===== config.mk =====
export PLATFORM = sky130hd
export DESIGN_NAME = encoder_button_action_qualifier
export DESIGN_NICKNAME = d
export VERILOG_FILES = /design/src/rtl/ebaq_pkg.sv /design/src/rtl/encoder_button_action_qualifier.sv /design/src/rtl/ebaq_qual.sv
export SDC_FILE = /design/constraint.sdc
export NUM_CORES = 1
export LEC_CHECK = 0
export ABC_AREA = 1
export ABC_CLOCK_PERIOD_IN_PS = 5100
export BUFFER_PORTS_ARGS = -buffer_cell sky130_fd_sc_hd__buf_4
export CAP_MARGIN = 10
export CORE_ASPECT_RATIO = 0.9
export CORE_MARGIN = 4
export CORE_UTILIZATION = 45
export DETAILED_ROUTE_END_ITERATION = 12
export SYNTH_ARGS = -nofsm -noshare
export SYNTH_HDL_FRONTEND = slang
export SYNTH_SLANG_ARGS = --single-unit

===== constraint.sdc =====
create_clock -name clk -period 5.1 [get_ports clk]
set_clock_uncertainty 0.1 [all_clocks]
set_input_delay 1.02 -clock clk [delete_from_list [all_inputs] [get_ports clk]]
set_output_delay 1.02 -clock clk [all_outputs]
set_load 0.02 [all_outputs]

===== src/rtl/ebaq_pkg.sv =====
`default_nettype none

package ebaq_pkg;

	// Fixed field widths of the request and configuration ports.
	localparam int ENC_W     = 32;
	localparam int NOW_W     = 32;
	localparam int CFG_W     = 16;
	localparam int CFG_IDX_W = 1;
	localparam int ACT_W     = 3;

	// Default widths of the stored count and time.
	localparam int COUNT_WIDTH_DEF = 32;
	localparam int TIME_WIDTH_DEF  = 32;

	// Configuration register indexes.
	localparam logic [CFG_IDX_W-1:0] CFG_DEBOUNCE = 1'b0;
	localparam logic [CFG_IDX_W-1:0] CFG_HOLD     = 1'b1;

	// Reset values of the configuration registers.
	localparam logic [CFG_W-1:0] DEBOUNCE_RESET = 16'd50;
	localparam logic [CFG_W-1:0] HOLD_RESET     = 16'd3000;

	// Action codes.
	typedef enum logic [ACT_W-1:0] {
		ACT_NONE   = 3'd0,
		ACT_CW     = 3'd1,
		ACT_CCW    = 3'd2,
		ACT_SELECT = 3'd3,
		ACT_HOLD   = 3'd4
	} action_t;

	// Configuration handed to the qualifier.
	typedef struct packed {
		logic [CFG_W-1:0] debounce_ms;
		logic [CFG_W-1:0] hold_ms;
	} cfg_t;

endpackage

`default_nettype wire


===== src/rtl/encoder_button_action_qualifier.sv =====
`default_nettype none

// Channel   Direction  Handshake                Payload
// in        to block   in_valid / in_ready      encoder_count, button_level, now_ms
// out       from block out_valid / out_ready    action
// cfg       to block   cfg_valid / cfg_ready    cfg_index, cfg_data
//
// One request may be accepted every cycle unless both registers are full and the result
// is stalled; its action, formed by the qualifier logic between the two registers, is
// loaded into the result register once the input register holds it and the result register frees.
// A stalled result holds in the result register while one more request waits in
// the input register; the block keeps accepting as long as either has room.
// Reset empties both registers and returns the qualifier state and the
// configuration to their reset values.
module encoder_button_action_qualifier #(
	parameter int COUNT_WIDTH = ebaq_pkg::COUNT_WIDTH_DEF,
	parameter int TIME_WIDTH  = ebaq_pkg::TIME_WIDTH_DEF
) (
	input  wire logic                            clk,
	input  wire logic                            arst_n,
	input  wire logic                            in_valid,
	output logic                                 in_ready,
	input  wire logic [ebaq_pkg::ENC_W-1:0]      encoder_count,
	input  wire logic                            button_level,
	input  wire logic [ebaq_pkg::NOW_W-1:0]      now_ms,
	output logic                                 out_valid,
	input  wire logic                            out_ready,
	output logic [ebaq_pkg::ACT_W-1:0]           action,
	input  wire logic                            cfg_valid,
	output logic                                 cfg_ready,
	input  wire logic [ebaq_pkg::CFG_IDX_W-1:0]  cfg_index,
	input  wire logic [ebaq_pkg::CFG_W-1:0]      cfg_data
);
	import ebaq_pkg::*;

	logic              v_s1;
	logic [ENC_W-1:0]  enc_s1;
	logic              lvl_s1;
	logic [NOW_W-1:0]  now_s1;
	logic              v_s2;
	action_t           action_s2;
	cfg_t              cfg_q;
	action_t           action_next;
	logic              adv;

	// The request in the input register moves on when the result register frees.
	assign adv       = v_s1 && (!v_s2 || out_ready);
	assign in_ready  = !v_s1 || adv;
	assign out_valid = v_s2;
	assign action    = action_s2;
	assign cfg_ready = 1'b1;

	// Configuration registers.
	always_ff @(posedge clk or negedge arst_n) begin
		if (!arst_n) begin
			cfg_q.debounce_ms <= DEBOUNCE_RESET;
			cfg_q.hold_ms     <= HOLD_RESET;
		end else if (cfg_valid) begin
			unique case (cfg_index)
				CFG_DEBOUNCE: cfg_q.debounce_ms <= cfg_data;
				CFG_HOLD:     cfg_q.hold_ms     <= cfg_data;
				default:      ;
			endcase
		end
	end

	// Input register valid flag.
	always_ff @(posedge clk or negedge arst_n) begin
		if (!arst_n) begin
			v_s1 <= 1'b0;
		end else if (in_ready) begin
			v_s1 <= in_valid;
		end
	end

	// Input register payload.
	always_ff @(posedge clk) begin
		if (in_valid && in_ready) begin
			enc_s1 <= encoder_count;
			lvl_s1 <= button_level;
			now_s1 <= now_ms;
		end
	end

	// Result register valid flag.
	always_ff @(posedge clk or negedge arst_n) begin
		if (!arst_n) begin
			v_s2 <= 1'b0;
		end else if (!v_s2 || out_ready) begin
			v_s2 <= v_s1;
		end
	end

	// Result register payload.
	always_ff @(posedge clk) begin
		if (adv) begin
			action_s2 <= action_next;
		end
	end

	ebaq_qual #(
		.COUNT_WIDTH (COUNT_WIDTH),
		.TIME_WIDTH  (TIME_WIDTH)
	) u_qual (
		.clk         (clk),
		.arst_n      (arst_n),
		.adv         (adv),
		.cfg         (cfg_q),
		.enc_count   (enc_s1),
		.level       (lvl_s1),
		.now_raw     (now_s1),
		.action_next (action_next)
	);

endmodule

`default_nettype wire


===== src/rtl/ebaq_qual.sv =====
`default_nettype none

module ebaq_qual #(
	parameter int COUNT_WIDTH = ebaq_pkg::COUNT_WIDTH_DEF,
	parameter int TIME_WIDTH  = ebaq_pkg::TIME_WIDTH_DEF
) (
	input  wire logic                        clk,
	input  wire logic                        arst_n,
	input  wire logic                        adv,
	input  wire ebaq_pkg::cfg_t              cfg,
	input  wire logic [ebaq_pkg::ENC_W-1:0]  enc_count,
	input  wire logic                        level,
	input  wire logic [ebaq_pkg::NOW_W-1:0]  now_raw,
	output ebaq_pkg::action_t                action_next
);
	import ebaq_pkg::*;

	logic [COUNT_WIDTH-1:0] last_count_q;
	logic [TIME_WIDTH-1:0]  debounce_start_q;
	logic                   prev_raw_q;
	logic                   stable_q;
	logic [TIME_WIDTH-1:0]  press_start_q;

	logic [63:0]            cnt_ext;
	logic [63:0]            now_ext;
	logic [63:0]            dbn_ext;
	logic [63:0]            hold_ext;
	logic [COUNT_WIDTH-1:0] cnt;
	logic [TIME_WIDTH-1:0]  now_t;
	logic [TIME_WIDTH-1:0]  dbn_t;
	logic [TIME_WIDTH-1:0]  hold_t;
	logic [TIME_WIDTH-1:0]  eff_start;
	logic [TIME_WIDTH-1:0]  elapsed;
	logic [TIME_WIDTH-1:0]  pressed_for;
	logic                   cnt_up;
	logic                   cnt_down;
	logic                   raw_change;
	logic                   settle;

	// Sign-extend the count and zero-extend the times, then trim to the stored widths.
	assign cnt_ext  = {{(64-ENC_W){enc_count[ENC_W-1]}}, enc_count};
	assign now_ext  = {{(64-NOW_W){1'b0}}, now_raw};
	assign dbn_ext  = {{(64-CFG_W){1'b0}}, cfg.debounce_ms};
	assign hold_ext = {{(64-CFG_W){1'b0}}, cfg.hold_ms};
	assign cnt      = cnt_ext[COUNT_WIDTH-1:0];
	assign now_t    = now_ext[TIME_WIDTH-1:0];
	assign dbn_t    = dbn_ext[TIME_WIDTH-1:0];
	assign hold_t   = hold_ext[TIME_WIDTH-1:0];

	// Rotation direction from a signed compare against the last count.
	assign cnt_up   = $signed(cnt) > $signed(last_count_q);
	assign cnt_down = $signed(cnt) < $signed(last_count_q);

	// A raw level change restarts the debounce window at this poll.
	assign raw_change  = level != prev_raw_q;
	assign eff_start   = raw_change ? now_t : debounce_start_q;
	assign elapsed     = now_t - eff_start;
	assign settle      = (elapsed > dbn_t) && (level != stable_q);
	assign pressed_for = now_t - press_start_q;

	// Action selection; button actions take priority over rotation.
	always_comb begin
		action_next = ACT_NONE;
		if (cnt_up) begin
			action_next = ACT_CW;
		end else if (cnt_down) begin
			action_next = ACT_CCW;
		end
		if (settle) begin
			if (!level) begin
				action_next = ACT_SELECT;
			end else if (pressed_for >= hold_t) begin
				action_next = ACT_HOLD;
			end
		end
	end

	// State update for each request that moves through.
	always_ff @(posedge clk or negedge arst_n) begin
		if (!arst_n) begin
			last_count_q     <= '0;
			debounce_start_q <= '0;
			prev_raw_q       <= 1'b1;
			stable_q         <= 1'b1;
			press_start_q    <= '0;
		end else if (adv) begin
			if (cnt_up || cnt_down) begin
				last_count_q <= cnt;
			end
			debounce_start_q <= eff_start;
			prev_raw_q       <= level;
			if (settle) begin
				stable_q      <= level;
				press_start_q <= level ? '0 : now_t;
			end
		end
	end

`ifndef ASSERT_OFF
	a_hold_state: assert property (@(posedge clk) disable iff (!arst_n)
		!adv |=> $stable(stable_q) && $stable(last_count_q) && $stable(press_start_q))
		else $error("qualifier state changed without a request");

	a_select_pressed: assert property (@(posedge clk) disable iff (!arst_n)
		adv && action_next == ACT_SELECT |=> !stable_q)
		else $error("select issued but stable level not pressed");

	a_hold_released: assert property (@(posedge clk) disable iff (!arst_n)
		adv && action_next == ACT_HOLD |=> stable_q && press_start_q == '0)
		else $error("select-hold issued but release not taken over");

	a_restart: assert property (@(posedge clk) disable iff (!arst_n)
		adv && raw_change |=> debounce_start_q == $past(now_t))
		else $error("debounce window not restarted on raw level change");
`endif

endmodule

`default_nettype wire

==> flow_summary.json <==
{
  "die_h_um": 174,
  "viasPerCell": 5.08,
  "synth_area_um2": 13700,
  "route.detailed.drc": 0,
  "hp-class": "flip-flop to flip-flop",
  "grt_max_degree": 79,
  "core_area_um2": 30000,
  "synth-seq-area-share_pct": 39.1,
  "layout-drive-gt1-share_pct": 9.53,
  "wl_mm": 37.2,
  "nFillCells": 2955,
  "utilization_pct": 51.3,
  "die_width_um": 192,
  "grt_pass1_wl_mm": 59.5,
  "status": "complete, no violations",
  "synth_edf_count": 68,
  "grt-ovfl-total": 0,
  "rows": 60,
  "vdd_drop_max_mv": 0.293,
  "nets": 2153,
  "m1WireLength_mm": 18.5,
  "fmax_ghz": 0.221,
  "grt_pass1_vias": 11300,
  "crit_path_start_kind": "flip-flop",
  "critPathArrivalTime_ns": 4.82,
  "cts_tree": "yes",
  "clk_path_buf_depth": 2,
  "met3_length_mm": 2.37,
  "num_vias": 12000,
  "final_hold_viol_count": 0,
  "required_ns": 5.39,
  "endpoint_kind": "flip-flop",
  "io_pins": 93,
  "syn_nets": 2071,
  "area_growth_pct": 12.1,
  "clockRootBuffer": "clkbuf_16",
  "cp_max_fo": 33,
  "firstDrtPassIters": 8,
  "gp_congestion": 0.947,
  "rsz0062_at_grt": "false",
  "clk_pin_slew_worst_paths_ns": 0.08,
  "top_layer": "met4",
  "h-tree-depth": 4,
  "cts_resized": 0,
  "grt_antenna_before_repair": 1,
  "numPortBuffers": 91,
  "first_iter_violations": 834,
  "clock_latency_ns": 0.45,
  "synth.distinct_cells": 43,
  "numClockSinks": 200,
  "setup_viol": 0,
  "synthFlopType": "dfrtp_1",
  "power.density_nw_per_um2": 541,
  "ys_ff_latch": 200,
  "diodes": 0,
  "slew_violations": 0,
  "post-cts-setup-buffers": 0,
  "postSynthCellCount": 1867,
  "tightest_slew_ns": 0.925,
  "drv_cap": 0,
  "dr_wl_met2_mm": 15.7,
  "dieArea_um2": 33300,
  "holdBufCountCts": 0,
  "cts_buffers": 17,
  "period_needed_ns": 4.53,
  "synthArstFlopShare_pct": 66.0,
  "relSlewSlack_pct": 38.2,
  "power.leakage_nw": 7.76,
  "ys_warn_count": 0,
  "initial_core_util_pct": 45.8,
  "wl_per_cell_um": 15.7,
  "path_class": "flip-flop to flip-flop",
  "final.setup.tns_ns": 0,
  "synth.avg_cell_area_um2": 7.34,
  "finalCritPeriodShare_pct": 88.8,
  "hpwlAfterDp_mm": 30.1,
  "grtUsageTotal_pct": 22.7,
  "postRouteAntennaNets": 0
}
[synth_stat cells, types with 6 or more instances]
cell	count	area, um^2
clkbuf_1	27	101
nand3_2	10	100
o21bai_1	8	60.1
a21oi_1	127	636
edfxtp_1	68	2040
nand3b_1	9	67.6
ha_1	116	1450
dfrtp_1	120	3000
inv_1	274	1030
nand3_1	110	551
nand4_1	15	93.8
nor4_1	6	37.5
o21ai_0	119	596
xor2_1	30	263
nor3_1	22	110
nand2_1	500	1880
dfstp_2	12	315
nor2_1	216	811
nand2_2	16	100
[worst max-delay path: stages, from the launching register on]
cell and delay (ns):
dfstp_2 0.56, inv_1 0.06, nand2_1 0.10, nand2_1 0.28, nand2_1 0.14, o21ai_0 0.11, ha_1 0.37, inv_1 0.05
o21bai_1 0.22, nand2_1 0.09, nand2_1 0.12, inv_1 0.07, nand3_2 0.12, xor2_1 0.20, ha_1 0.29, nand2_1 0.08
nor2_1 0.04, nor4_1 0.30, nand2_1 0.09, nand2_1 0.10, nand3_1 0.08, nor2_1 0.10, nand3_1 0.08, nor2_1 0.13
nand2_2 0.09, nand2_4 0.32, nand2_1 0.11, nand2_1 0.07
[registers in the layout, indices dropped and copies added, names as in the netlist]
register	cells
now_s1	32
cfg_q	32
lvl_s1	1
out_valid	1
u_qual.stable_q	1
u_qual.debounce_start_q	32
u_qual.press_start_q	32
u_qual.last_count_q	32
action	3
enc_s1	32
u_qual.prev_raw_q	1
v_s1	1
[layout make-up]
cell class | instances | area (um^2) | area share [%]
clock buffers | 18 | 429 | 2.79
flip-flops and latches | 200 | 5360 | 34.9
inverters | 279 | 1050 | 6.82
repair buffers | 102 | 769 | 5.01
multi-input cells | 1349 | 7110 | 46.3
clock inverters | 14 | 135 | 0.880
well taps | 403 | 504 | 3.28
[per-layer routing]
| layer | global-route usage (%) | up-vias |
|---|---|---|
| li1 | - | 6186 |
| met1 | 34.0 | 5461 |
| met2 | 33.6 | 318 |
| met3 | 4.37 | 42 |
| met4 | 5.80 | 0 |
| met5 | 0 | - |
[logic make-up (layout without fill, tap and decap cells)]
kind of cell / after synthesis / count (layout) / share of synthesized area, %
flops: 200 / 200 / 39.1
compound gates: 288 / 288 / 11.2
fa+ha+maj: 117 / 117 / 10.7
buf+inv: 318 / 413 / 9.08
other cells: 1 / 1 / 0.0274
xor+xnor: 33 / 33 / 2.11
simple gates: 910 / 910 / 27.7
[through the flow]
stage	power (mW)	area [um^2]	std cells	hold WS, ns	worst slack, ns
2_1_floorplan	5.74	13700	1867	0.342	1.05
3_3_place_gp	6.93	14800	2333	0.359	0.794
3_5_place_dp	6.97	14800	2333	0.358	0.631
4_1_cts	8.33	15400	2365	0.377	0.590
5_1_grt	9.14	15400	2365	0.384	0.0959
6_report	8.30	15400	2365	0.373	0.569
[path summary, 6_finish.rpt]
path,from,endpoint,slack [ns],cells after the start
max,u_qual.prev_raw_q$_DFFE_PN1P_,u_qual.press_start_q[18]$_DFFE_PN0P_,0.57,27
min,u_qual.press_start_q[13]$_DFFE_PN0P_,u_qual.press_start_q[13]$_DFFE_PN0P_,0.37,2
max reg2reg,u_qual.prev_raw_q$_DFFE_PN1P_,u_qual.press_start_q[18]$_DFFE_PN0P_,0.57,27
min reg2reg,u_qual.press_start_q[13]$_DFFE_PN0P_,u_qual.press_start_q[13]$_DFFE_PN0P_,0.37,2
max in group asynchronous,arst_n,u_qual.prev_raw_q$_DFFE_PN1P_,3.41,2
min in group asynchronous,arst_n,cfg_q[2]$_DFFE_PN0P_,0.50,1
[layout by cell type (no fill, tap or decap), types with 17 or more instances in the layout]
cell type and count:
xor2_1 30, nor2_1 215, buf_4 101, nand2_1 500, dfrtp_1 120, ha_1 116
o21ai_0 119, a21oi_1 127, edfxtp_1 68, inv_1 273, nor3_1 22, clkbuf_16 17
nand3_1 110
[report_power, final]
part	switching (mW)	total, mW	internal (mW)
clock network	0.680	1.33	0.648
logic	3.01	4.64	1.63
registers	0.240	2.33	2.09
Power figures use the tool's default switching activity.
